## config.mk

```make
export PLATFORM = sky130hd
export DESIGN_NAME = link_failover_selector
export DESIGN_NICKNAME = d
export VERILOG_FILES = /design/src/design/lfs_pkg.sv /design/src/design/link_failover_selector.sv /design/src/design/lfs_cfg_regs.sv /design/src/design/lfs_core.sv
export SDC_FILE = /design/constraint.sdc
export NUM_CORES = 1
export LEC_CHECK = 0
export BUFFER_PORTS_ARGS = -buffer_cell sky130_fd_sc_hd__buf_2
export CORE_MARGIN = 5
export CORE_UTILIZATION = 40
export DETAILED_ROUTE_END_ITERATION = 16
export GPL_ROUTABILITY_DRIVEN = 0
export PLACE_DENSITY_LB_ADDON = 0.08
export SYNTH_ARGS = -nofsm -noshare
export SYNTH_HDL_FRONTEND = slang
export SYNTH_SLANG_ARGS = --single-unit
```

## constraint.sdc

```tcl
create_clock -name clk_i -period 8.2 [get_ports clk_i]
set_input_delay 1.64 -clock clk_i [delete_from_list [all_inputs] [get_ports clk_i]]
set_output_delay 1.64 -clock clk_i [all_outputs]
set_load 0.02 [all_outputs]
```

## src/design/lfs_pkg.sv

```systemverilog
`timescale 1ns / 1ps

package lfs_pkg;

  localparam int unsigned CNT_W = 16;
  localparam logic [CNT_W-1:0] CNT_MAX = {CNT_W{1'b1}};

  // Item kinds carried in the command field.
  localparam logic CMD_TICK         = 1'b0;
  localparam logic CMD_PRIMARY_DATA = 1'b1;

  typedef enum logic [1:0] {
    LINK_NONE    = 2'd0,
    LINK_PRIMARY = 2'd1,
    LINK_BACKUP  = 2'd2
  } link_e;

  typedef enum logic [2:0] {
    REASON_UNCHANGED    = 3'd0,
    REASON_CONGESTED    = 3'd1,
    REASON_RECOVERED    = 3'd2,
    REASON_NO_LINK      = 3'd3,
    REASON_PRIMARY_CONN = 3'd4,
    REASON_BACKUP_ONLY  = 3'd5,
    REASON_PRIMARY_DATA = 3'd6
  } reason_e;

  typedef enum logic [2:0] {
    CFG_COOLDOWN_MS     = 3'd0,
    CFG_MAX_LATENCY_MS  = 3'd1,
    CFG_MIN_PACKET_RATE = 3'd2,
    CFG_MAX_ERRORS      = 3'd3,
    CFG_CONGEST_LIMIT   = 3'd4,
    CFG_RECOVERY_LAT_MS = 3'd5,
    CFG_RECOVERY_LIMIT  = 3'd6
  } cfg_idx_e;

  localparam logic [15:0] RST_COOLDOWN_MS     = 16'd2000;
  localparam logic [15:0] RST_MAX_LATENCY_MS  = 16'd100;
  localparam logic [15:0] RST_MIN_PACKET_RATE = 16'd10;
  localparam logic [15:0] RST_MAX_ERRORS      = 16'd10;
  localparam logic [15:0] RST_CONGEST_LIMIT   = 16'd3;
  localparam logic [15:0] RST_RECOVERY_LAT_MS = 16'd50;
  localparam logic [15:0] RST_RECOVERY_LIMIT  = 16'd10;

  typedef struct packed {
    logic [15:0] cooldown_ms;
    logic [15:0] max_latency_ms;
    logic [15:0] min_packet_rate;
    logic [15:0] max_errors;
    logic [15:0] congestion_limit;
    logic [15:0] recovery_latency_ms;
    logic [15:0] recovery_limit;
  } lfs_cfg_t;

  typedef struct packed {
    logic        command;
    logic [31:0] now_ms;
    logic [15:0] primary_latency_ms;
    logic [15:0] primary_rate;
    logic [15:0] primary_error_count;
    logic        primary_ever_counted;
    logic        backup_present;
    logic [15:0] backup_rate;
  } lfs_in_t;

  typedef struct packed {
    logic [1:0]  active_link;
    logic        switched;
    logic [2:0]  reason_code;
    logic        cooling_down;
    logic        primary_congested_flag;
    logic [15:0] congestion_run;
    logic [15:0] recovery_run;
  } lfs_out_t;

  // Selector state apart from the timestamps, whose width is a parameter.
  typedef struct packed {
    link_e            link;
    logic [CNT_W-1:0] congest;
    logic [CNT_W-1:0] recover;
    logic             mark;
    logic             has_sw;
    logic             seen;
  } lfs_state_t;

endpackage

```

## src/design/link_failover_selector.sv

```systemverilog
`timescale 1ns / 1ps
// Flow: an accepted request is held in the request register and moves into
// the result register, where it is offered, once that register is free.
// Throughput: one request per cycle, sustained, as long as results are taken.
// Reset (rst_ni, asynchronous, active low) clears the link state, counters,
// flags and timestamps and loads the configuration registers' defaults.

module link_failover_selector #(
  parameter int unsigned ALIVE_WINDOW_MS = 500,
  parameter int unsigned TIME_WIDTH      = 32
) (
  input  logic              clk_i,
  input  logic              rst_ni,
  // Request channel.
  input  logic              in_valid_i,
  output logic              in_ready_o,
  input  lfs_pkg::lfs_in_t  in_data_i,
  // Result channel.
  output logic              out_valid_o,
  input  logic              out_ready_i,
  output lfs_pkg::lfs_out_t out_data_o,
  // Configuration write channel.
  input  logic              cfg_valid_i,
  output logic              cfg_ready_o,
  input  logic [2:0]        cfg_index_i,
  input  logic [15:0]       cfg_data_i
);

  // The design has two register stages. The request register captures an
  // accepted request; the combinational decision logic then reads it along
  // with the selector state; when the result register can advance, the state
  // and the result register are updated together. As the state is written
  // by the edge that consumes the request, the following request already sees
  // it, so requests can follow every cycle while results are taken.

  lfs_pkg::lfs_cfg_t   cfg;
  lfs_pkg::lfs_in_t    req_q;
  logic                req_vld_q;
  lfs_pkg::lfs_out_t   res_q;
  lfs_pkg::lfs_out_t   res_d;
  logic                res_vld_q;
  lfs_pkg::lfs_state_t state_q;
  lfs_pkg::lfs_state_t state_d;
  logic [TIME_WIDTH-1:0] last_sw_q;
  logic [TIME_WIDTH-1:0] last_sw_d;
  logic [TIME_WIDTH-1:0] last_pri_q;
  logic [TIME_WIDTH-1:0] last_pri_d;
  logic                advance;
  logic                fire;
  logic                take;

  // Configuration writes are always accepted.
  assign cfg_ready_o = 1'b1;

  lfs_cfg_regs u_cfg_regs (
    .clk_i  (clk_i),
    .rst_ni (rst_ni),
    .we_i   (cfg_valid_i),
    .idx_i  (cfg_index_i),
    .data_i (cfg_data_i),
    .cfg_o  (cfg)
  );

  lfs_core #(
    .ALIVE_WINDOW_MS (ALIVE_WINDOW_MS),
    .TIME_WIDTH      (TIME_WIDTH)
  ) u_core (
    .item_i     (req_q),
    .cfg_i      (cfg),
    .state_i    (state_q),
    .last_sw_i  (last_sw_q),
    .last_pri_i (last_pri_q),
    .state_o    (state_d),
    .last_sw_o  (last_sw_d),
    .last_pri_o (last_pri_d),
    .result_o   (res_d)
  );

  // The result register can take a new value when it is empty or being
  // drained this cycle. The request register then moves into it, and may
  // itself be refilled in the same cycle.
  assign advance    = !res_vld_q || out_ready_i;
  assign fire       = req_vld_q && advance;
  assign in_ready_o = !req_vld_q || advance;
  assign take       = in_valid_i && in_ready_o;

  always_ff @(posedge clk_i or negedge rst_ni) begin
    if (!rst_ni) begin
      req_vld_q        <= 1'b0;
      res_vld_q        <= 1'b0;
      state_q.link     <= lfs_pkg::LINK_NONE;
      state_q.congest  <= '0;
      state_q.recover  <= '0;
      state_q.mark     <= 1'b0;
      state_q.has_sw   <= 1'b0;
      state_q.seen     <= 1'b0;
      last_sw_q        <= '0;
      last_pri_q       <= '0;
    end else begin
      if (take) begin
        req_vld_q <= 1'b1;
      end else if (advance) begin
        req_vld_q <= 1'b0;
      end
      if (fire) begin
        res_vld_q  <= 1'b1;
        state_q    <= state_d;
        last_sw_q  <= last_sw_d;
        last_pri_q <= last_pri_d;
      end else if (out_ready_i) begin
        res_vld_q <= 1'b0;
      end
    end
  end

  // Payload registers carry no reset; their valid bits qualify them.
  always_ff @(posedge clk_i) begin
    if (take) begin
      req_q <= in_data_i;
    end
    if (fire) begin
      res_q <= res_d;
    end
  end

  assign out_valid_o = res_vld_q;
  assign out_data_o  = res_q;

endmodule

```

## src/design/lfs_cfg_regs.sv

```systemverilog
`timescale 1ns / 1ps

module lfs_cfg_regs (
  input  logic              clk_i,
  input  logic              rst_ni,
  input  logic              we_i,
  input  logic [2:0]        idx_i,
  input  logic [15:0]       data_i,
  output lfs_pkg::lfs_cfg_t cfg_o
);

  lfs_pkg::lfs_cfg_t cfg_q, cfg_d;

  always_comb begin
    cfg_d = cfg_q;
    if (we_i) begin
      unique case (lfs_pkg::cfg_idx_e'(idx_i))
        lfs_pkg::CFG_COOLDOWN_MS:     cfg_d.cooldown_ms         = data_i;
        lfs_pkg::CFG_MAX_LATENCY_MS:  cfg_d.max_latency_ms      = data_i;
        lfs_pkg::CFG_MIN_PACKET_RATE: cfg_d.min_packet_rate     = data_i;
        lfs_pkg::CFG_MAX_ERRORS:      cfg_d.max_errors          = data_i;
        lfs_pkg::CFG_CONGEST_LIMIT:   cfg_d.congestion_limit    = data_i;
        lfs_pkg::CFG_RECOVERY_LAT_MS: cfg_d.recovery_latency_ms = data_i;
        lfs_pkg::CFG_RECOVERY_LIMIT:  cfg_d.recovery_limit      = data_i;
        default: ;  // Writes past the register list are dropped.
      endcase
    end
  end

  always_ff @(posedge clk_i or negedge rst_ni) begin
    if (!rst_ni) begin
      cfg_q.cooldown_ms         <= lfs_pkg::RST_COOLDOWN_MS;
      cfg_q.max_latency_ms      <= lfs_pkg::RST_MAX_LATENCY_MS;
      cfg_q.min_packet_rate     <= lfs_pkg::RST_MIN_PACKET_RATE;
      cfg_q.max_errors          <= lfs_pkg::RST_MAX_ERRORS;
      cfg_q.congestion_limit    <= lfs_pkg::RST_CONGEST_LIMIT;
      cfg_q.recovery_latency_ms <= lfs_pkg::RST_RECOVERY_LAT_MS;
      cfg_q.recovery_limit      <= lfs_pkg::RST_RECOVERY_LIMIT;
    end else begin
      cfg_q <= cfg_d;
    end
  end

  assign cfg_o = cfg_q;

endmodule

```

## src/design/lfs_core.sv

```systemverilog
`timescale 1ns / 1ps

module lfs_core #(
  parameter int unsigned ALIVE_WINDOW_MS = 500,
  parameter int unsigned TIME_WIDTH      = 32
) (
  input  lfs_pkg::lfs_in_t        item_i,
  input  lfs_pkg::lfs_cfg_t       cfg_i,
  input  lfs_pkg::lfs_state_t     state_i,
  input  logic [TIME_WIDTH-1:0]   last_sw_i,
  input  logic [TIME_WIDTH-1:0]   last_pri_i,
  output lfs_pkg::lfs_state_t     state_o,
  output logic [TIME_WIDTH-1:0]   last_sw_o,
  output logic [TIME_WIDTH-1:0]   last_pri_o,
  output lfs_pkg::lfs_out_t       result_o
);

  localparam int unsigned EXT_W = (TIME_WIDTH > 32) ? TIME_WIDTH : 32;

  logic [EXT_W-1:0]          now_ext;
  logic [TIME_WIDTH-1:0]     now_t;
  logic [TIME_WIDTH-1:0]     cooldown_t;
  logic                      cool_pre;
  logic                      cool_post;
  logic                      p_ok;
  logic                      b_ok;
  logic                      congested;
  logic                      recovered;
  logic [lfs_pkg::CNT_W-1:0] cong_inc;
  logic [lfs_pkg::CNT_W-1:0] rec_inc;
  logic                      switched;
  lfs_pkg::reason_e          reason;

  assign now_ext    = EXT_W'(item_i.now_ms);
  assign now_t      = now_ext[TIME_WIDTH-1:0];
  assign cooldown_t = TIME_WIDTH'(cfg_i.cooldown_ms);

  // Elapsed times are taken modulo the timestamp width by plain subtraction.
  assign cool_pre = state_i.has_sw && ((now_t - last_sw_i) < cooldown_t);
  assign p_ok     = state_i.seen &&
                    ((now_t - last_pri_i) < TIME_WIDTH'(ALIVE_WINDOW_MS));
  assign b_ok     = item_i.backup_present && (item_i.backup_rate != '0);

  assign congested = p_ok &&
                     ((item_i.primary_latency_ms > cfg_i.max_latency_ms) ||
                      ((item_i.primary_rate < cfg_i.min_packet_rate) &&
                       item_i.primary_ever_counted) ||
                      (item_i.primary_error_count > cfg_i.max_errors));
  assign recovered = p_ok &&
                     (item_i.primary_latency_ms < cfg_i.recovery_latency_ms) &&
                     (item_i.primary_rate >= cfg_i.min_packet_rate);

  assign cong_inc = (state_i.congest == lfs_pkg::CNT_MAX) ? state_i.congest
                                                          : state_i.congest + 1'b1;
  assign rec_inc  = (state_i.recover == lfs_pkg::CNT_MAX) ? state_i.recover
                                                          : state_i.recover + 1'b1;

  always_comb begin
    state_o    = state_i;
    last_sw_o  = last_sw_i;
    last_pri_o = last_pri_i;
    switched   = 1'b0;
    reason     = lfs_pkg::REASON_UNCHANGED;
    if (item_i.command == lfs_pkg::CMD_PRIMARY_DATA) begin
      last_pri_o   = now_t;
      state_o.seen = 1'b1;
      if (!cool_pre && (state_i.link != lfs_pkg::LINK_PRIMARY)) begin
        state_o.link = lfs_pkg::LINK_PRIMARY;
        reason       = lfs_pkg::REASON_PRIMARY_DATA;
      end
    end else if (!(cool_pre && (state_i.link != lfs_pkg::LINK_NONE))) begin
      unique case (state_i.link)
        lfs_pkg::LINK_PRIMARY: begin
          if (congested) begin
            state_o.congest = cong_inc;
            state_o.recover = '0;
            if ((cong_inc >= cfg_i.congestion_limit) && b_ok) begin
              state_o.link    = lfs_pkg::LINK_BACKUP;
              last_sw_o       = now_t;
              state_o.has_sw  = 1'b1;
              state_o.mark    = 1'b1;
              state_o.congest = '0;
              switched        = 1'b1;
              reason          = lfs_pkg::REASON_CONGESTED;
            end
          end else begin
            state_o.congest = '0;
          end
        end
        lfs_pkg::LINK_BACKUP: begin
          if (recovered) begin
            state_o.recover = rec_inc;
            state_o.congest = '0;
            if (rec_inc >= cfg_i.recovery_limit) begin
              state_o.link    = lfs_pkg::LINK_PRIMARY;
              last_sw_o       = now_t;
              state_o.has_sw  = 1'b1;
              state_o.mark    = 1'b0;
              state_o.recover = '0;
              switched        = 1'b1;
              reason          = lfs_pkg::REASON_RECOVERED;
            end
          end else if (!p_ok && !b_ok) begin
            state_o.link = lfs_pkg::LINK_NONE;
            reason       = lfs_pkg::REASON_NO_LINK;
          end else begin
            state_o.recover = '0;
          end
        end
        default: begin
          if (p_ok) begin
            state_o.link = lfs_pkg::LINK_PRIMARY;
            reason       = lfs_pkg::REASON_PRIMARY_CONN;
          end else if (b_ok) begin
            state_o.link = lfs_pkg::LINK_BACKUP;
            reason       = lfs_pkg::REASON_BACKUP_ONLY;
          end
        end
      endcase
    end
  end

  // The reported cooldown reflects the state after this item.
  assign cool_post = state_o.has_sw && ((now_t - last_sw_o) < cooldown_t);

  always_comb begin
    result_o.active_link            = state_o.link;
    result_o.switched               = switched;
    result_o.reason_code            = reason;
    result_o.cooling_down           = cool_post;
    result_o.primary_congested_flag = state_o.mark;
    result_o.congestion_run         = state_o.congest;
    result_o.recovery_run           = state_o.recover;
  end

endmodule

```

== Yosys cells after proc, flatten, opt, wreduce, memory -nomap -nowiden ==
Cells that the tools add are included.
W data, S select, Z words.
Storage, ports and cells
  output and inout bits: 43
  latch bits: 0
  memories: 0
  register bits: 354
  bits in read-only memories: 0
  RAM bits: 0
  input bits: 123
  logic and storage cells: 145
Cells by class
  $mul: 0
  reductions and logical operators: 37
  bitwise logic cells: 0
  shift operators: 0
  muxes and demuxes: 50
  magnitude comparators: 10
  equality and inequality tests: 11
  add/sub/neg operators: 5
  divide/modulo/power cells: 0
Operators by type and width (count)
  $mux W32: 6
  $mux W16: 6
  $sub A32 B32 Y32: 3
  $pmux W34 S2: 1
  $lt A32 B16 Y1: 2
  $pmux W32 S2: 1
  $mux W18: 3
  $ge A16 B16 Y1: 3
  $mux W36: 1
  $mux W34: 1
  $add A16 B1 Y16 const B: 2
  $eq A16 B16 Y1 const B: 2
  $gt A16 B16 Y1: 2
  $lt A16 B16 Y1: 2
  $lt A32 B9 Y1 const B: 1
  $mux W2: 13
  $reduce_and A2 Y1: 8
  $reduce_bool A16 Y1: 1
  $mux W3: 5
  $logic_and A1 B1 Y1: 14
  $mux W1: 10
  $eq A3 B3 Y1 const B: 3
  $eq A3 B2 Y1 const B: 2
  $pmux W3 S2: 1
  11 further kinds: 20

== Depth between registers and ports, before layout ==
Gate-level depths: netlist of run 1.
  depth in word-level cells: 12
  depth in mapped cells: 45
  gate-level depth less buffers: 43

== By module ==
From an unflattened synthesis of run 1, not the netlist that was laid out.
Unflattened totals
  cell total of the unflattened synthesis: 2397
  area total of the unflattened synthesis: 24607.4 um2
By module, submodules not included
  lfs_core: cells each 1789, times used 1, area each 11841.4 um2, seq. area each 0.0 um2
  link_failover_selector: cells each 363, times used 1, area each 8436.8 um2, seq. area each 6751.5 um2
  lfs_cfg_regs: cells each 245, times used 1, area each 4329.2 um2, seq. area each 2827.7 um2

== Least setup slack after synthesis of run 1 ==
No wires, ideal clock.
  kind: register to register
  start: reg req_q[66] (netlist bit)
  end: reg res_q, in the netlist out_data_o[33], data pin
  slack: -0.529 ns
  cell stages (with the launch flop): 41
  setup time: 0.157 ns
  arrival time: 8.573 ns
  clock period less this slack: 8.729 ns
  buffers on the path: 1
  data required time: 8.043 ns
  cells stage by stage: edfxtp_1 -> inv_1 -> ha_1 -> inv_1 -> fa_1 -> a21o_1 -> o21a_1 -> o31ai_2 -> nand2_1 -> a31oi_1 -> xnor2_1 -> ha_1 -> a21o_1 -> a21o_1 -> a2111oi_0 -> o211a_1 -> nand4_1 -> or4_1 -> [5 not listed] -> a22oi_1 -> fa_1 -> a21o_1 -> a21oi_1 -> o211ai_1 -> a41oi_1 -> nand2_1 -> xor2_1 -> ha_1 -> nor2b_1 -> o21ai_0 -> and3_1 -> o2111ai_1 -> nor4_1 -> nand4_1 -> a311oi_1 -> o2111ai_1 -> nor3_1
RTL lines
  start: declaration: RTL line link_failover_selector.sv:37  | lfs_pkg::lfs_in_t req_q;
  start signal: assignment: RTL line link_failover_selector.sv:119  | req_q <= in_data_i;
  end signal: assignment: RTL line link_failover_selector.sv:122  | res_q <= res_d;
  end: declaration: RTL line link_failover_selector.sv:39  | lfs_pkg::lfs_out_t res_q;

==> impl_metrics.env, run 1 <==
export IMPL_grt_use_total_pct=21.0
export IMPL_min_period_ns=8.47
export IMPL_rsz0062_at_grt="yes"
export IMPL_design_area_sq_um=27700
export IMPL_synth_compound_area_share_pct=20.3
export IMPL_drv_cap=0
export IMPL_slew_headroom_pct=28.8
export IMPL_synth_ff_type="dfrtp_1"
export IMPL_synth_cells=2355
export IMPL_finalCritPeriodShare_pct=103
export IMPL_startpoint_type="register"
export IMPL_drcViolationCount=0
export IMPL_vdd_drop_max_mv=0.156
export IMPL_die_h_microns=250
export IMPL_syn_to_final_growth_pct=20.5
export IMPL_use_met3_pct=2.86
export IMPL_use_met2_pct=34.4
export IMPL_ctsHoldBuffers=0
export IMPL_synth_simple_gate_area_share_pct=12.7
export IMPL_cts_max_level=2
export IMPL_die_area_sq_um=62400
export IMPL_cts_made_buffers=43
export IMPL_end_kind="register"
export IMPL_setup_tns_ns=-0.270
export IMPL_drt_pre_antenna_iters=5
export IMPL_nFillCells=5430
export IMPL_p_per_area_nw_per_um2=214
export IMPL_synth_fa_ha_area_share_pct=12.4
export IMPL_die_x_microns=250
export IMPL_viasPerCell=5.43
export IMPL_required_ns=8.62
export IMPL_met1_usage_pct=29.6
export IMPL_hold_path_class="register to register"
export IMPL_worstPathArrival_ns=8.89
export IMPL_path_common_cell="buf_4"
export IMPL_path_class="register to register"
export IMPL_run_status="finished with violations"
export IMPL_cts_tree="built"
export IMPL_max_stage_delay_ns=0.49
export IMPL_finalHoldViolations=0
export IMPL_antenna_found_initial=5
export IMPL_dpl_cell_area_sq_um=26200
export IMPL_synthArstFlopShare_pct=60.7
export IMPL_drive_gt1_share_pct=22.7
export IMPL_synth_area_mux_share_pct=4.88
export IMPL_final_cell_mix="inv_1 (241), buf_4 (224), ha_1 (223), nand2_1 (198), dfrtp_1 (195)"
export IMPL_numClockSinks=354
export IMPL_tightest_slew_ns=1.06
export IMPL_clk_pin_slew_ns=0.06
export IMPL_grt_pass1_vias=18600
export IMPL_synth_top_family_by_area="compound AO/OA/AOI/OAI gates"
export IMPL_slew_violations=0
export IMPL_violations="negative setup slack"
export IMPL_grt_max_degree=136
export IMPL_wl_per_cell_microns=19.2
export IMPL_synth_cell_area_sq_um=23000
export IMPL_clock_latency_ns=0.59
export IMPL_cts_path_max_buffers=3
export IMPL_fmax_mhz=118
export IMPL_seq_area_frac_synth_pct=41.6
export IMPL_place_ws_ns=-0.674
export IMPL_buffer_ports_inserted=164
export IMPL_synth_cell_types=94
export IMPL_cts_root_buf="clkbuf_16"
export IMPL_finalClockSkew_ns=0.0240
export IMPL_row_count=88
export IMPL_drtAntennaViolNets=0
export IMPL_cp_max_fo=3
export IMPL_layout_commonest_cell="inv_1"
export IMPL_design_power_total_uw=5940
export IMPL_nets=3056
export IMPL_fin_ws_ns=-0.270
export IMPL_overflow=0
export IMPL_top_usage_layer="met2"
export IMPL_hpwl_microns=51200
export IMPL_synth_edf_count=139
export IMPL_synth_area_per_cell_sq_um=9.77
export IMPL_setup_viol=1
export IMPL_grt_pass1_wl_microns=105000
export IMPL_core_area_sq_um=57400
export IMPL_ys_warn_count=0
export IMPL_ios=166
export IMPL_ys_seq_elements=354
export IMPL_mappedNetlistNets=2704
export IMPL_critPathSlowestCell="or4_1"
export IMPL_start_util_pct=40.1
export IMPL_p_leak_uw=0.0126
export IMPL_routed_wl_microns=67500
export IMPL_vias=19100
export IMPL_synth_xor_xnor_area_share_pct=2.63
export IMPL_drt_iter0_drc=1167
-- final timing paths --
check | start | endpoint | slack [ns] | depth (start not counted)
worst max-delay path | req_q[71]$_DFFE_PP_ | out_data_o[33]$_DFFE_PP_ | -0.27 | 40
worst min-delay path | state_q[0]$_DFFE_PN0P_ | state_q[0]$_DFFE_PN0P_ | 0.49 | 1
worst max register to register | req_q[71]$_DFFE_PP_ | out_data_o[33]$_DFFE_PP_ | -0.27 | 40
worst min register to register | state_q[0]$_DFFE_PN0P_ | state_q[0]$_DFFE_PN0P_ | 0.49 | 1
max in group asynchronous | rst_ni | last_pri_q[0]$_DFFE_PN0P_ | 6.00 | 2
min in group asynchronous | rst_ni | state_q[7]$_DFFE_PN0P_ | 1.01 | 1
-- flip-flops by register name, indices dropped and copies added (netlist names) --
| register | flops |
|---|---|
| req_vld_q | 1 |
| u_cfg_regs.cfg_o | 112 |
| req_q | 99 |
| last_sw_q | 32 |
| out_valid_o | 1 |
| out_data_o | 40 |
| last_pri_q | 32 |
| state_q | 37 |
-- layout make-up --
cell class | instances | area, sq um | area share [%]
antenna | 1 | 2.50 | 0.00902
clock buffer | 56 | 1180 | 4.24
clock inverter | 24 | 208 | 0.749
inverter | 245 | 920 | 3.32
multi-input combinational | 1673 | 12300 | 44.5
sequential | 354 | 9580 | 34.5
tap | 765 | 957 | 3.45
timing repair buffer | 390 | 2540 | 9.17
-- cell usage after synthesis (all sizes together), types with 19 or more instances --
cell	instances	area, sq um
inv	244	916
ha	224	2800
nand2	200	758
dfrtp	195	4880
o21ai	179	900
a21oi	145	729
edfxtp	139	4170
nor2	95	367
mux2	87	983
a21o	64	480
clkbuf	63	236
a22o	62	543
nand4	43	269
nand3	38	190
nor3	37	190
a22oi	36	270
xnor2	35	307
xor2	34	298
nand2b	28	183
and3	27	169
a211oi	26	200
o21a	23	173
a31oi	20	140
buf	20	111
dfstp	20	526
o31ai	20	179
nor4	19	146
o211ai	19	143
-- per-stage QoR --
stage	utilization, %	hold WS, ns	cells
after floorplan	-	0.427	2355
final	48.3	0.494	3508
after global placement	45.6	0.474	3417
after global routing	48.3	0.515	3508
after detailed placement	45.6	0.480	3417
after CTS	48.2	0.501	3506
-- cells by family after synthesis --
| group | Yosys count |
|---|---|
| AO/OA/AOI/OAI | 698 |
| adder cells (fa/ha/maj) | 226 |
| buffers and inverters | 328 |
| AND/OR/NAND/NOR | 578 |
| XOR/XNOR | 69 |
| other | 1 |
| flip-flops | 354 |
| multiplexers | 101 |
-- layer usage --
metal	part of all wire, %	up-vias
li1	-	9340
met1	47	9199
met2	47	440
met3	4.6	82
met4	2.1	0
met5	0	-
-- repair_timing --
| item | 4_1_cts | 5_1_grt |
|---|---|---|
| buffers inserted | 9 | 1 |
| gates cloned | 0 | 0 |
| setup endpoints to repair | 1 | 1 |
| gates resized for setup | 13 | 16 |
| pin swaps | 21 | 14 |
-- worst max-delay path, delay by kind of cell (launching register included) --
family | cells | cell delay, ns
AOI/OAI and AO/OA | 18 | 3.77
and+or+nand+nor | 10 | 2.04
adders and majority gates | 4 | 1.12
buffers and inverters | 8 | 0.96
DFF | 1 | 0.40
-- report_power, final --
part | internal, uW | switching (uW)
clock | 1080 | 793
combinational | 757 | 1130
sequential | 2080 | 93.2
Power figures use the tool's default switching activity.
==> run 2, diff against run 1 <==
--- a/config.mk
+++ b/config.mk
@@ -7,7 +7,7 @@
 export LEC_CHECK = 0
 export BUFFER_PORTS_ARGS = -buffer_cell sky130_fd_sc_hd__buf_2
 export CORE_MARGIN = 5
-export CORE_UTILIZATION = 40
+export CORE_UTILIZATION = 55
 export DETAILED_ROUTE_END_ITERATION = 16
 export GPL_ROUTABILITY_DRIVEN = 0
 export PLACE_DENSITY_LB_ADDON = 0.08
==> run 2 against run 1 <==
  * The run still ends with negative setup slack left
  * Cell area is 1.1% lower
  * Via count is 2.9% higher
  * Global-route usage is 6.1 points higher
==> impl_metrics.env, run 2 (same netlist as run 1, synthesis figures left out) <==
export IMPL_finalHoldViolations=0
export IMPL_r2r_end="out_data_o[33]$_DFFE_PP_"
export IMPL_hold_path_class="register to register"
export IMPL_buffer_ports_inserted=164
export IMPL_final_cell_mix="inv_1 (240), ha_1 (221), buf_4 (219), nand2_1 (197), dfrtp_1 (195)"
export IMPL_die_h_microns=215
export IMPL_cts_path_max_buffers=3
export IMPL_hold_end="state_q[0]$_DFFE_PN0P_"
export IMPL_fmax_mhz=120
export IMPL_routed_wl_microns=63900
export IMPL_path_class="register to register"
export IMPL_run_status="finished with violations"
export IMPL_drv_cap=0
export IMPL_antenna_found_initial=2
export IMPL_startpoint_type="register"
export IMPL_diodes=0
export IMPL_path_common_cell="a21o_1"
export IMPL_worstPathArrival_ns=8.76
export IMPL_viasPerCell=5.99
export IMPL_utilization_pct=65.8
export IMPL_finalCritPeriodShare_pct=101
export IMPL_finalClockSkew_ns=0.0411
export IMPL_ios=166
export IMPL_largest_reg_flops=112
export IMPL_numClockSinks=354
export IMPL_ctsHoldBuffers=0
export IMPL_grt_pass1_wl_microns=102000
export IMPL_drt_pre_antenna_iters=6
export IMPL_row_count=75
export IMPL_max_stage_delay_ns=0.48
export IMPL_r2r_cells=38
export IMPL_clock_latency_ns=0.59
export IMPL_critPathSlowestCell="a2111oi_2"
export IMPL_setup_viol=1
export IMPL_syn_to_final_growth_pct=19.2
export IMPL_slew_headroom_pct=25.3
export IMPL_holdPathStages=1
export IMPL_min_period_ns=8.32
export IMPL_setup_tns_ns=-0.121
export IMPL_drtAntennaViolNets=0
export IMPL_cts_made_buffers=40
export IMPL_fin_ws_ns=-0.121
export IMPL_cts_max_level=2
export IMPL_place_inst=3168
export IMPL_tightest_slew_ns=1.12
export IMPL_grt_use_total_pct=27.1
export IMPL_layoutNonFillerInstCount=3274
export IMPL_grt_max_degree=81
export IMPL_vdd_drop_max_mv=0.198
export IMPL_nFillCells=3432
export IMPL_layout_commonest_cell="inv_1"
export IMPL_drive_gt1_share_pct=22.6
export IMPL_required_ns=8.64
export IMPL_cts_tree="built"
export IMPL_cp_max_fo=3
export IMPL_place_ws_ns=-0.513
export IMPL_grt_pass1_vias=19400
export IMPL_nets=3052
export IMPL_reg2reg_from="req_q[71]$_DFFE_PP_"
export IMPL_overflow=0
export IMPL_hold_start="state_q[0]$_DFFE_PN0P_"
export IMPL_die_area_sq_um=46000
export IMPL_die_x_microns=215
export IMPL_violations="negative setup slack"
export IMPL_vias=19600
export IMPL_hpwl_microns=47200
export IMPL_clk_pin_slew_ns=0.06
export IMPL_rsz0062_at_grt="yes"
export IMPL_drcViolationCount=0
export IMPL_p_per_area_nw_per_um2=218
export IMPL_reg2reg_slack_ns=-0.12
export IMPL_start_util_pct=55.2
export IMPL_cts_root_buf="clkbuf_16"
export IMPL_end_kind="register"
export IMPL_slew_violations=0
export IMPL_wl_per_cell_microns=19.5
export IMPL_drt_iter0_drc=1684
export IMPL_p_leak_uw=0.0125
export IMPL_core_area_sq_um=41700
==> run 2: worst max path at each step <==
stage          slack, ns  depth (start not counted)           startpoint                  endpoint
2_1_floorplan       0.07                         41  req_q[66]$_DFFE_PP_  out_data_o[33]$_DFFE_PP_
3_3_place_gp       -0.25                         42  req_q[66]$_DFFE_PP_  out_data_o[33]$_DFFE_PP_
3_5_place_dp       -0.51                         38  req_q[71]$_DFFE_PP_  out_data_o[33]$_DFFE_PP_
4_1_cts            -0.20                         42  req_q[66]$_DFFE_PP_  out_data_o[33]$_DFFE_PP_
5_1_grt            -0.55                         38  req_q[71]$_DFFE_PP_  out_data_o[33]$_DFFE_PP_
6_report           -0.12                         38  req_q[71]$_DFFE_PP_  out_data_o[33]$_DFFE_PP_
==> run 2: cell type report <==
cell class / count / area (sq um) / area share [%]
Clock buffer: 50 / 1050 / 3.82
Multi-Input combinational cell: 1673 / 12300 / 44.9
Tap cell: 539 / 674 / 2.46
Inverter: 245 / 920 / 3.35
Sequential cell: 354 / 9580 / 34.9
Timing Repair Buffer: 389 / 2580 / 9.40
Clock inverter: 24 / 302 / 1.10
==> run 2: stage by stage <==
stage          power [uW]  instance area [sq um]  hold slack [ns]
2_1_floorplan        3410                  23000            0.427
3_3_place_gp         3930                  25700            0.445
3_5_place_dp         3990                  25700            0.463
4_1_cts              5950                  27300            0.473
5_1_grt              6320                  27400            0.498
6_report             5980                  27400            0.468
==> run 2: metal layers <==
layer  track usage, %  up-vias  part of all wire (%)
li1                 -     9334                     -
met5                0        -                 0.031
met4             8.93        2                   3.0
met1             36.7     9491                    43
met2             43.4      662                    46
met3             6.20      125                   7.7
==> run 2: worst max-delay path: cells and delay by family, from the launching register on <==
| kind | cells | cell delay, ns |
|---|---|---|
| compound gates | 19 | 4.05 |
| simple gates | 11 | 2.06 |
| fa+ha+maj | 5 | 1.31 |
| flops | 1 | 0.41 |
| buf+inv | 2 | 0.20 |
| xor+xnor | 1 | 0.15 |
==> run 2: what timing repair did <==
item | CTS | global route
pin swaps | 24 | 11
cloned | 0 | 3
buffers inserted | 30 | 3
gates resized for setup | 22 | 13
setup endpoints to repair | 1 | 35
==> run 2: report_power, final <==
| part | leakage, uW | switching (uW) | internal, uW |
|---|---|---|---|
| clock network | 0.000644 | 756 | 1080 |
| logic | 0.00787 | 1150 | 817 |
| registers | 0.00403 | 95.1 | 2080 |
| total | 0.0125 | 2000 | 3980 |
